$ cat config.mk
export PLATFORM = sky130hd
export DESIGN_NAME = pfa_find_clear
export DESIGN_NICKNAME = d
export VERILOG_FILES = /design/src/hw/rtl/pfa_pkg.sv /design/src/hw/rtl/pfa_find_clear.sv
export SDC_FILE = /design/constraint.sdc
export NUM_CORES = 1
export LEC_CHECK = 0
export BUFFER_PORTS_ARGS = -buffer_cell sky130_fd_sc_hd__buf_4
export CORE_AREA = 2 2 39 41
export DETAILED_ROUTE_END_ITERATION = 6
export DIE_AREA = 0 0 41 43
export PLACE_DENSITY = 0.67
export RECOVER_POWER = 100
export REMOVE_ABC_BUFFERS = 1
export SYNTH_ARGS = -nofsm -noshare
export SYNTH_HDL_FRONTEND = slang
export SYNTH_SLANG_ARGS = --single-unit
$ cat constraint.sdc
create_clock -name vclk -period 2.6
set_clock_uncertainty 0.05 [all_clocks]
set_input_delay 0.26 -clock vclk [all_inputs]
set_output_delay 0.26 -clock vclk [all_outputs]
set_load 0.03 [all_outputs]
$ cat src/hw/rtl/pfa_pkg.sv
// ----------------------------------------------------------------------------
// Page frame allocator package
// Request and response types, request modes, status codes and controller
// states that the allocator modules share.
// ----------------------------------------------------------------------------
package pfa_pkg;

   // Width of the page number fields on the ports.
   localparam int PAGE_NUM_W = 13;
   // Width of the free page counter.
   localparam int FREE_CNT_W = 14;
   // Width of the kernel free page counter.
   localparam int KFREE_CNT_W = 11;
   // Bits in one word of the in-use bitmap.
   localparam int MAP_WORD_W = 32;
   // Bits that select a page inside one bitmap word.
   localparam int MAP_BIT_W = 5;

   // Request modes.
   typedef enum logic [1:0] {
      MODE_RELEASE      = 2'd0,
      MODE_ALLOC_USER   = 2'd1,
      MODE_ALLOC_KERNEL = 2'd2,
      MODE_MARK         = 2'd3
   } pfa_mode_type;

   // Response status codes.
   localparam logic STATUS_OK      = 1'b0;
   localparam logic STATUS_NO_FREE = 1'b1;

   // Controller states.
   typedef enum logic [2:0] {
      ST_CLEAR,
      ST_IDLE,
      ST_RMW,
      ST_SCAN,
      ST_DONE
   } pfa_state_type;

   // One request.
   typedef struct packed {
      pfa_mode_type            mode;
      logic [PAGE_NUM_W-1:0]   page_number;
   } pfa_req_type;

   // One response.
   typedef struct packed {
      logic [PAGE_NUM_W-1:0]   granted_page;
      logic                    status;
      logic [FREE_CNT_W-1:0]   free_total;
      logic [KFREE_CNT_W-1:0]  kernel_free_total;
   } pfa_rsp_type;

endpackage

$ cat src/hw/rtl/pfa_find_clear.sv
// ----------------------------------------------------------------------------
// Lowest clear bit finder
// Priority encoder that returns the position of the lowest zero bit of one
// bitmap word and whether there is one.
// ----------------------------------------------------------------------------
module pfa_find_clear
   import pfa_pkg::*;
(
   input  logic [MAP_WORD_W-1:0] word_in,
   output logic                  found,
   output logic [MAP_BIT_W-1:0]  index
);

   // Scan from the top so that the lowest clear bit wins.
   always_comb begin
      found = 1'b0;
      index = '0;
      for (int i = MAP_WORD_W - 1; i >= 0; i--) begin
         if (!word_in[i]) begin
            found = 1'b1;
            index = MAP_BIT_W'(i);
         end
      end
   end

endmodule

==> Yosys cells after proc, flatten, opt, wreduce, memory -nomap -nowiden <==
Index checks and enable logic that the tools add are counted.
{ "totals": {"ff_bits": 0, "output_inout_bits": 6, "word_cells": 64} }
{ "op_classes": {"mux": 64} }
{ "op_table": {"columns": ["operator", "n"], "rows": [
  ["$mux 5", 32],
  ["$mux 1", 32]
]} }

==> Longest topological paths before layout <==
Gate-level depths: netlist (run 1).
{ "depth": {"depth_word": 32, "depth_mapped": 5, "depth_no_buf": 5} }

==> Worst setup path after synthesis (run 1) <==
Ideal clock, no wire load.
{ "synth_path": {"path_kind": "input to output", "start": "input word_in[2]", "end": "output index[4]", "t_arrival_ns": 1.379, "setup_slack_ns": 0.911, "stages": 3, "cell_sequence": "nand4_1 > or3_4 > nor4_2"} }
{ "synth_via": {"elab_chain_len": 3} }
{ "synth_rtl": {"columns": ["item", "line", "text"], "rows": [
  ["start: declaration", "pfa_find_clear.sv:9", "input logic [MAP_WORD_W-1:0] word_in,"],
  ["$mux 5 (3 in a row)", "pfa_find_clear.sv:19", "if (!word_in[i]) begin"],
  ["end: declaration", "pfa_find_clear.sv:11", "output logic [MAP_BIT_W-1:0] index"]
]} }
No other way between the ends.

==> Worst setup path after layout (run 1) <==
{ "layout_path": {"start": "input word_in[11]", "end": "output index[0]"} }
{ "layout_via": {"elab_chain_len": 12} }
{ "layout_rtl": {"columns": ["item", "line"], "rows": [
  ["$mux 5 (12 in a row)", "pfa_find_clear.sv:19"]
]} }
No other way between the ends.

==> results of run 1 <==
power breakdown:
| part | internal (mW) | leakage (nW) | switching, mW | total, mW |
|---|---|---|---|---|
| Clock | 0 | 0 | 0 | 0 |
| Combinational | 0.0448 | 0.289 | 0.0409 | 0.0857 |
| Sequential | 0 | 0 | 0 | 0 |
worst max-delay path by stage:
stage | startpoint | to | slack [ns] | cells past startpoint
final | word_in[11] | index[0] | 0.86 | 7
after global routing | word_in[11] | index[0] | 0.62 | 7
after CTS | word_in[11] | index[0] | 0.92 | 7
after detailed placement | word_in[11] | index[0] | 0.93 | 7
after global placement | word_in[11] | index[0] | 0.94 | 7
after floorplan | word_in[2] | index[4] | 0.91 | 3
Yosys cell counts:
cell        n
a2111oi_2   1
a211oi_1    1
a21o_1      1
a21oi_1     5
a31oi_1     4
and4_1      1
inv_1       6
nand2_1    11
nand2b_1    1
nand3_1     6
nand3b_1    2
nand4_1     9
nor2_1      4
nor3_1      1
nor3_4      1
nor4_2      1
o2111ai_1   2
o21ai_0     4
o21ai_1     1
o21bai_1    1
o221a_2     1
or3_4       2
layout make-up:
type | instances | area (um2)
fillers | 168 | 718
inverters | 6 | 22.5
multi-input cells | 60 | 353
well taps | 16 | 20.0
repair buffers | 38 | 270
through the flow:
step	std cells	area (um2)	hold WS [ns]
after CTS	120	698	0.867
after global placement	120	698	0.866
after floorplan	66	393	0.638
final	120	666	0.868
after detailed placement	120	698	0.862
after global routing	120	666	0.881
routing by layer:
metal / vias to the layer above / track usage / part of all wire
met1: 282 / 0.216 / 0.42
met5: - / 0 / 0
met3: 0 / 0 / 0.079
li1: 336 / - / -
met4: 0 / 0 / 0
met2: 28 / 0.328 / 0.50
kinds of logic (layout without fill, tap and decap cells):
kind of cell	count (synthesis)	in the layout
and+or+nand+nor	39	39
AOI/OAI and AO/OA	21	21
buffers and inverters	6	44
placed cells by master (no fill, tap or decap):
cell	count
buf_4	34
nand2_1	11
nand4_1	9
nand3_1	6
inv_1	6
a21oi_1	5
nor2_1	4
a31oi_1	4
o21ai_0	4
clkbuf_1	4
or3_4	2
nor3_1	2
nand3b_1	2
o2111ai_1	2
and4_1	1
o21bai_1	1
a211oi_1	1
o21ai_1	1
a21o_1	1
nand2b_1	1
a2111oi_0	1
o221a_2	1
nor4_2	1
worst max-delay path: stages:
cell and delay, ns:
buf_4 0.12, inv_1 0.05, o21ai_1 0.06, a21o_1 0.19, a2111oi_0 0.34, o221a_2 0.27
buf_4 0.15
==> results.cfg, run 1 <==
[floorplanning]
die_area_um2 = 1760
die_y_um = 43
pin_count = 38
die_w_um = 41
start_util = 0.284
core-area_um2 = 1380
std_cell_rows = 14

[timing]
slew_headroom = 0.761
finalHoldViolations = 0
period_minus_slack_ns = 1.74
tightest_slew_ns = 0.350
max_freq_mhz = 573
rsz0062_at_grt = false
tns_ns = 0
setup_viol = 0
fin_crit_sh = 0.671
worst_slack_ns = 0.855
slew_violations = 0

[yosys]
synth_mux_area_frac = 0
synth_top_area_frac = 0.143
synth-compound-area-share = 0.360
yosysTopAreaCell = nand4_1
yosysSeqAreaShare = 0
ys_types = 22
avgSynthCellArea_um2 = 5.95
synthTopCellsByArea = nand4_1 (14%), nand2_1 (11%), nand3_1 (7.6%)
synth_top_family_by_area = simple AND/OR/NAND/NOR gates
synth-xor-area-share = 0
synthAdderAreaFrac = 0
yosysWarnings = 0
syn_inst = 66
synthesis.area_um2 = 393
synthSimpleGateAreaFrac = 0.583

[placement]
place_ws_ns = 0.935
portBuffers = 38
place_congestion = 0.732
hpwlAfterDp_mm = 1.25

[hold_path]
hold_end = index[0]
hold_depth = 3
hp-class = in -> out
hold_start = word_in[0]

[route]
drt_iter0_markers = 8
drc = 0
routed_wl_mm = 1.41
wl_per_cell_um = 11.7
ant_nets = 0
num_vias = 646
vias_per_cell = 5.38
dr.pass1.iters = 4

[layout]
layout.nets = 138
regArea_um2 = 0
areaGrowthSynthToFinish_pct = 69.4
n_sequential_cell = 0
diodes = 0
layout-drive-gt1-share = 0.365
n_clock_buffer = 0
fin_util = 0.481

[power_and_ir_drop]
power.density_nw_per_um2 = 129
p_total_mw = 0.0857
vdd_ir_drop_max_mv = 0.0638
p_leak_nw = 0.289

[clocking]
cts_hold_buf = 0
postCtsSetupBuffers = 0
ctsResizeCount = 0

[outcome]
status = completed

[grt]
grt_pass1_vias = 596
grt_use_total = 0.173
gr-total-overflow = 0
grt_pass1_wl_mm = 2.25
antenna_found_initial = 0
grt_max_degree = 6

[worst_setup_path]
worst_setup_path_end_kind = output port
cp_data_required_time_ns = 2.29
path_class = in -> out
start_kind = input pin
cp.arrival_ns = 1.43
critPathMaxFanout = 4

[job]
maxCapViolations = 0
Note: power is estimated with default switching activity, not from simulation.
==> inputs of run 2 (changes only) <==
- ABC_AREA: not set -> 1
- PLACE_DENSITY: 0.67 -> 0.65
- clock period: 2.6 -> 1.47 ns (I/O delays scaled with it)
==> run 2 against run 1 <==
Effect of this change: the flow now finishes with violations (negative setup slack); critical path depth grew 26; largest cell class is now non-clock buffers; worst setup slack lost 1.4 ns; synthesized area shrank 15%; critical endpoint unchanged; sequential share of layout area is the same.
==> results.cfg, run 2 <==
[route]
ant_nets = 0
routed_wl_mm = 1.11
vias_per_cell = 4.46
wl_per_cell_um = 7.91
dr.pass1.iters = 2
num_vias = 624
drt_iter0_markers = 3
drc = 0

[worst_setup_path]
cp_num_buf_inv = 3
critPathMaxFanout = 2
path_delay_family = simple AND/OR/NAND/NOR gates
worst_setup_path_end_kind = output port
cp_data_required_time_ns = 1.27
start_kind = input pin
cp.arrival_ns = 1.84
critical_path.slowest_cell = buf_6
slowest_delay_ns = 0.14
path_class = in -> out
cp_common_cell = nand2_1

[timing]
slew_headroom = 0.827
tightest_slew_ns = 0.257
period_minus_slack_ns = 2.04
max_freq_mhz = 490
worst_slack_ns = -0.572
fin_crit_sh = 1.39
finalHoldViolations = 0
rsz0062_at_grt = true
setup_viol = 2
slew_violations = 0

[layout]
multi_input_area_um2 = 320
final_common_cell = nand2_1
areaGrowthSynthToFinish_pct = 120
layout-drive-gt1-share = 0.395
fill_cells = 162
n_sequential_cell = 0
layout_common_cells = nand2_1 (47), buf_4 (38), nor2_1 (10), buf_6 (8)
layout.nets = 158
n_clock_buffer = 0
regArea_um2 = 0
diodes = 0

[yosys]
synthesis.area_um2 = 333
synthTopCellsByArea = nand2_1 (54%), nor2_1 (11%), a31oi_1 (7.5%)
avgSynthCellArea_um2 = 4.27
yosysSeqAreaShare = 0
yosysTopAreaCell = nand2_1
syn_inst = 78
synth_top_area_frac = 0.541
ys_types = 11
ys_top_cells_by_count = nand2_1 (48), nor2_1 (10), a31oi_1 (4), inv_1 (4), nand4_1 (4)
yosysWarnings = 0
yosysMostFrequentCell = nand2_1

[floorplanning]
die_area_um2 = 1760
pin_count = 38
start_util = 0.241
die_y_um = 43
std_cell_rows = 14
core-area_um2 = 1380
die_w_um = 41

[grt]
grt_max_degree = 4
gr-total-overflow = 0
grt_use_total = 0.141
grt_pass1_vias = 540
antenna_found_initial = 0
grt_pass1_wl_mm = 1.92

[job]
maxCapViolations = 0

[placement]
portBuffers = 38
place_congestion = 0.701
hpwlAfterDp_um = 1000
place_ws_ns = -0.632

[power_and_ir_drop]
p_total_mw = 0.174
power.density_nw_per_um2 = 238
vdd_ir_drop_max_mv = 0.119
p_leak_nw = 0.396

[hold_path]
hp-class = in -> out

[outcome]
violations = negative setup slack
status = finished with violations

[clocking]
cts_hold_buf = 0
==> run 2: worst min-delay path, delay by kind of cell <==
kind / cells / cell delay, ns
buf+inv: 2 / 0.22
compound gates: 1 / 0.05
==> run 2: area by class of cell <==
type,instances,share of cell area
tap,16,0.0274
timing repair buffer,46,0.514
inverter,4,0.0205
multi-input combinational,74,0.438
==> run 2: metrics by stage <==
stage                     instances  hold slack, ns  area (um2)   util  setup TNS, ns
after floorplan                  78           0.345         333      -         -0.454
after global placement          139           0.538         691  0.499         -0.845
after detailed placement        139           0.542         691  0.499         -0.857
after CTS                       140           0.519         731  0.528          -1.02
after global routing            140           0.526         731  0.528          -1.53
final                           140           0.518         731  0.528         -0.822
==> run 2: cells by family after synthesis <==
kind of cell	Yosys count	synth area share
AOI/OAI and AO/OA	8	0.165
buffers and inverters	4	0.0451
and+or+nand+nor	66	0.789
==> run 2: worst paths after layout <==
path | start | end | slack (ns) | cells after the start
setup / recovery | word_in[31] | index[0] | -0.57 | 33
hold / removal | word_in[1] | index[0] | 0.52 | 3
==> run 2: timing repair <==
item | CTS | global route
setup endpoints to repair | 2 | 5
gates resized for setup | 10 | 1
pin swaps | 9 | 9
buffers inserted | 1 | 0
==> run 2: power by group <==
| part | internal [mW] | switching [mW] |
|---|---|---|
| clock network | 0 | 0 |
| logic | 0.103 | 0.0711 |
| registers | 0 | 0 |
==> run 2: routing by layer <==
metal	up-vias	wire [um]	GRT usage	share of wire
met1	256	500	0.187	0.45
met5	-	0	0	0
li1	350	-	-	-
met3	0	75	0.00524	0.068
met4	0	0	0	0
met2	18	532	0.253	0.48
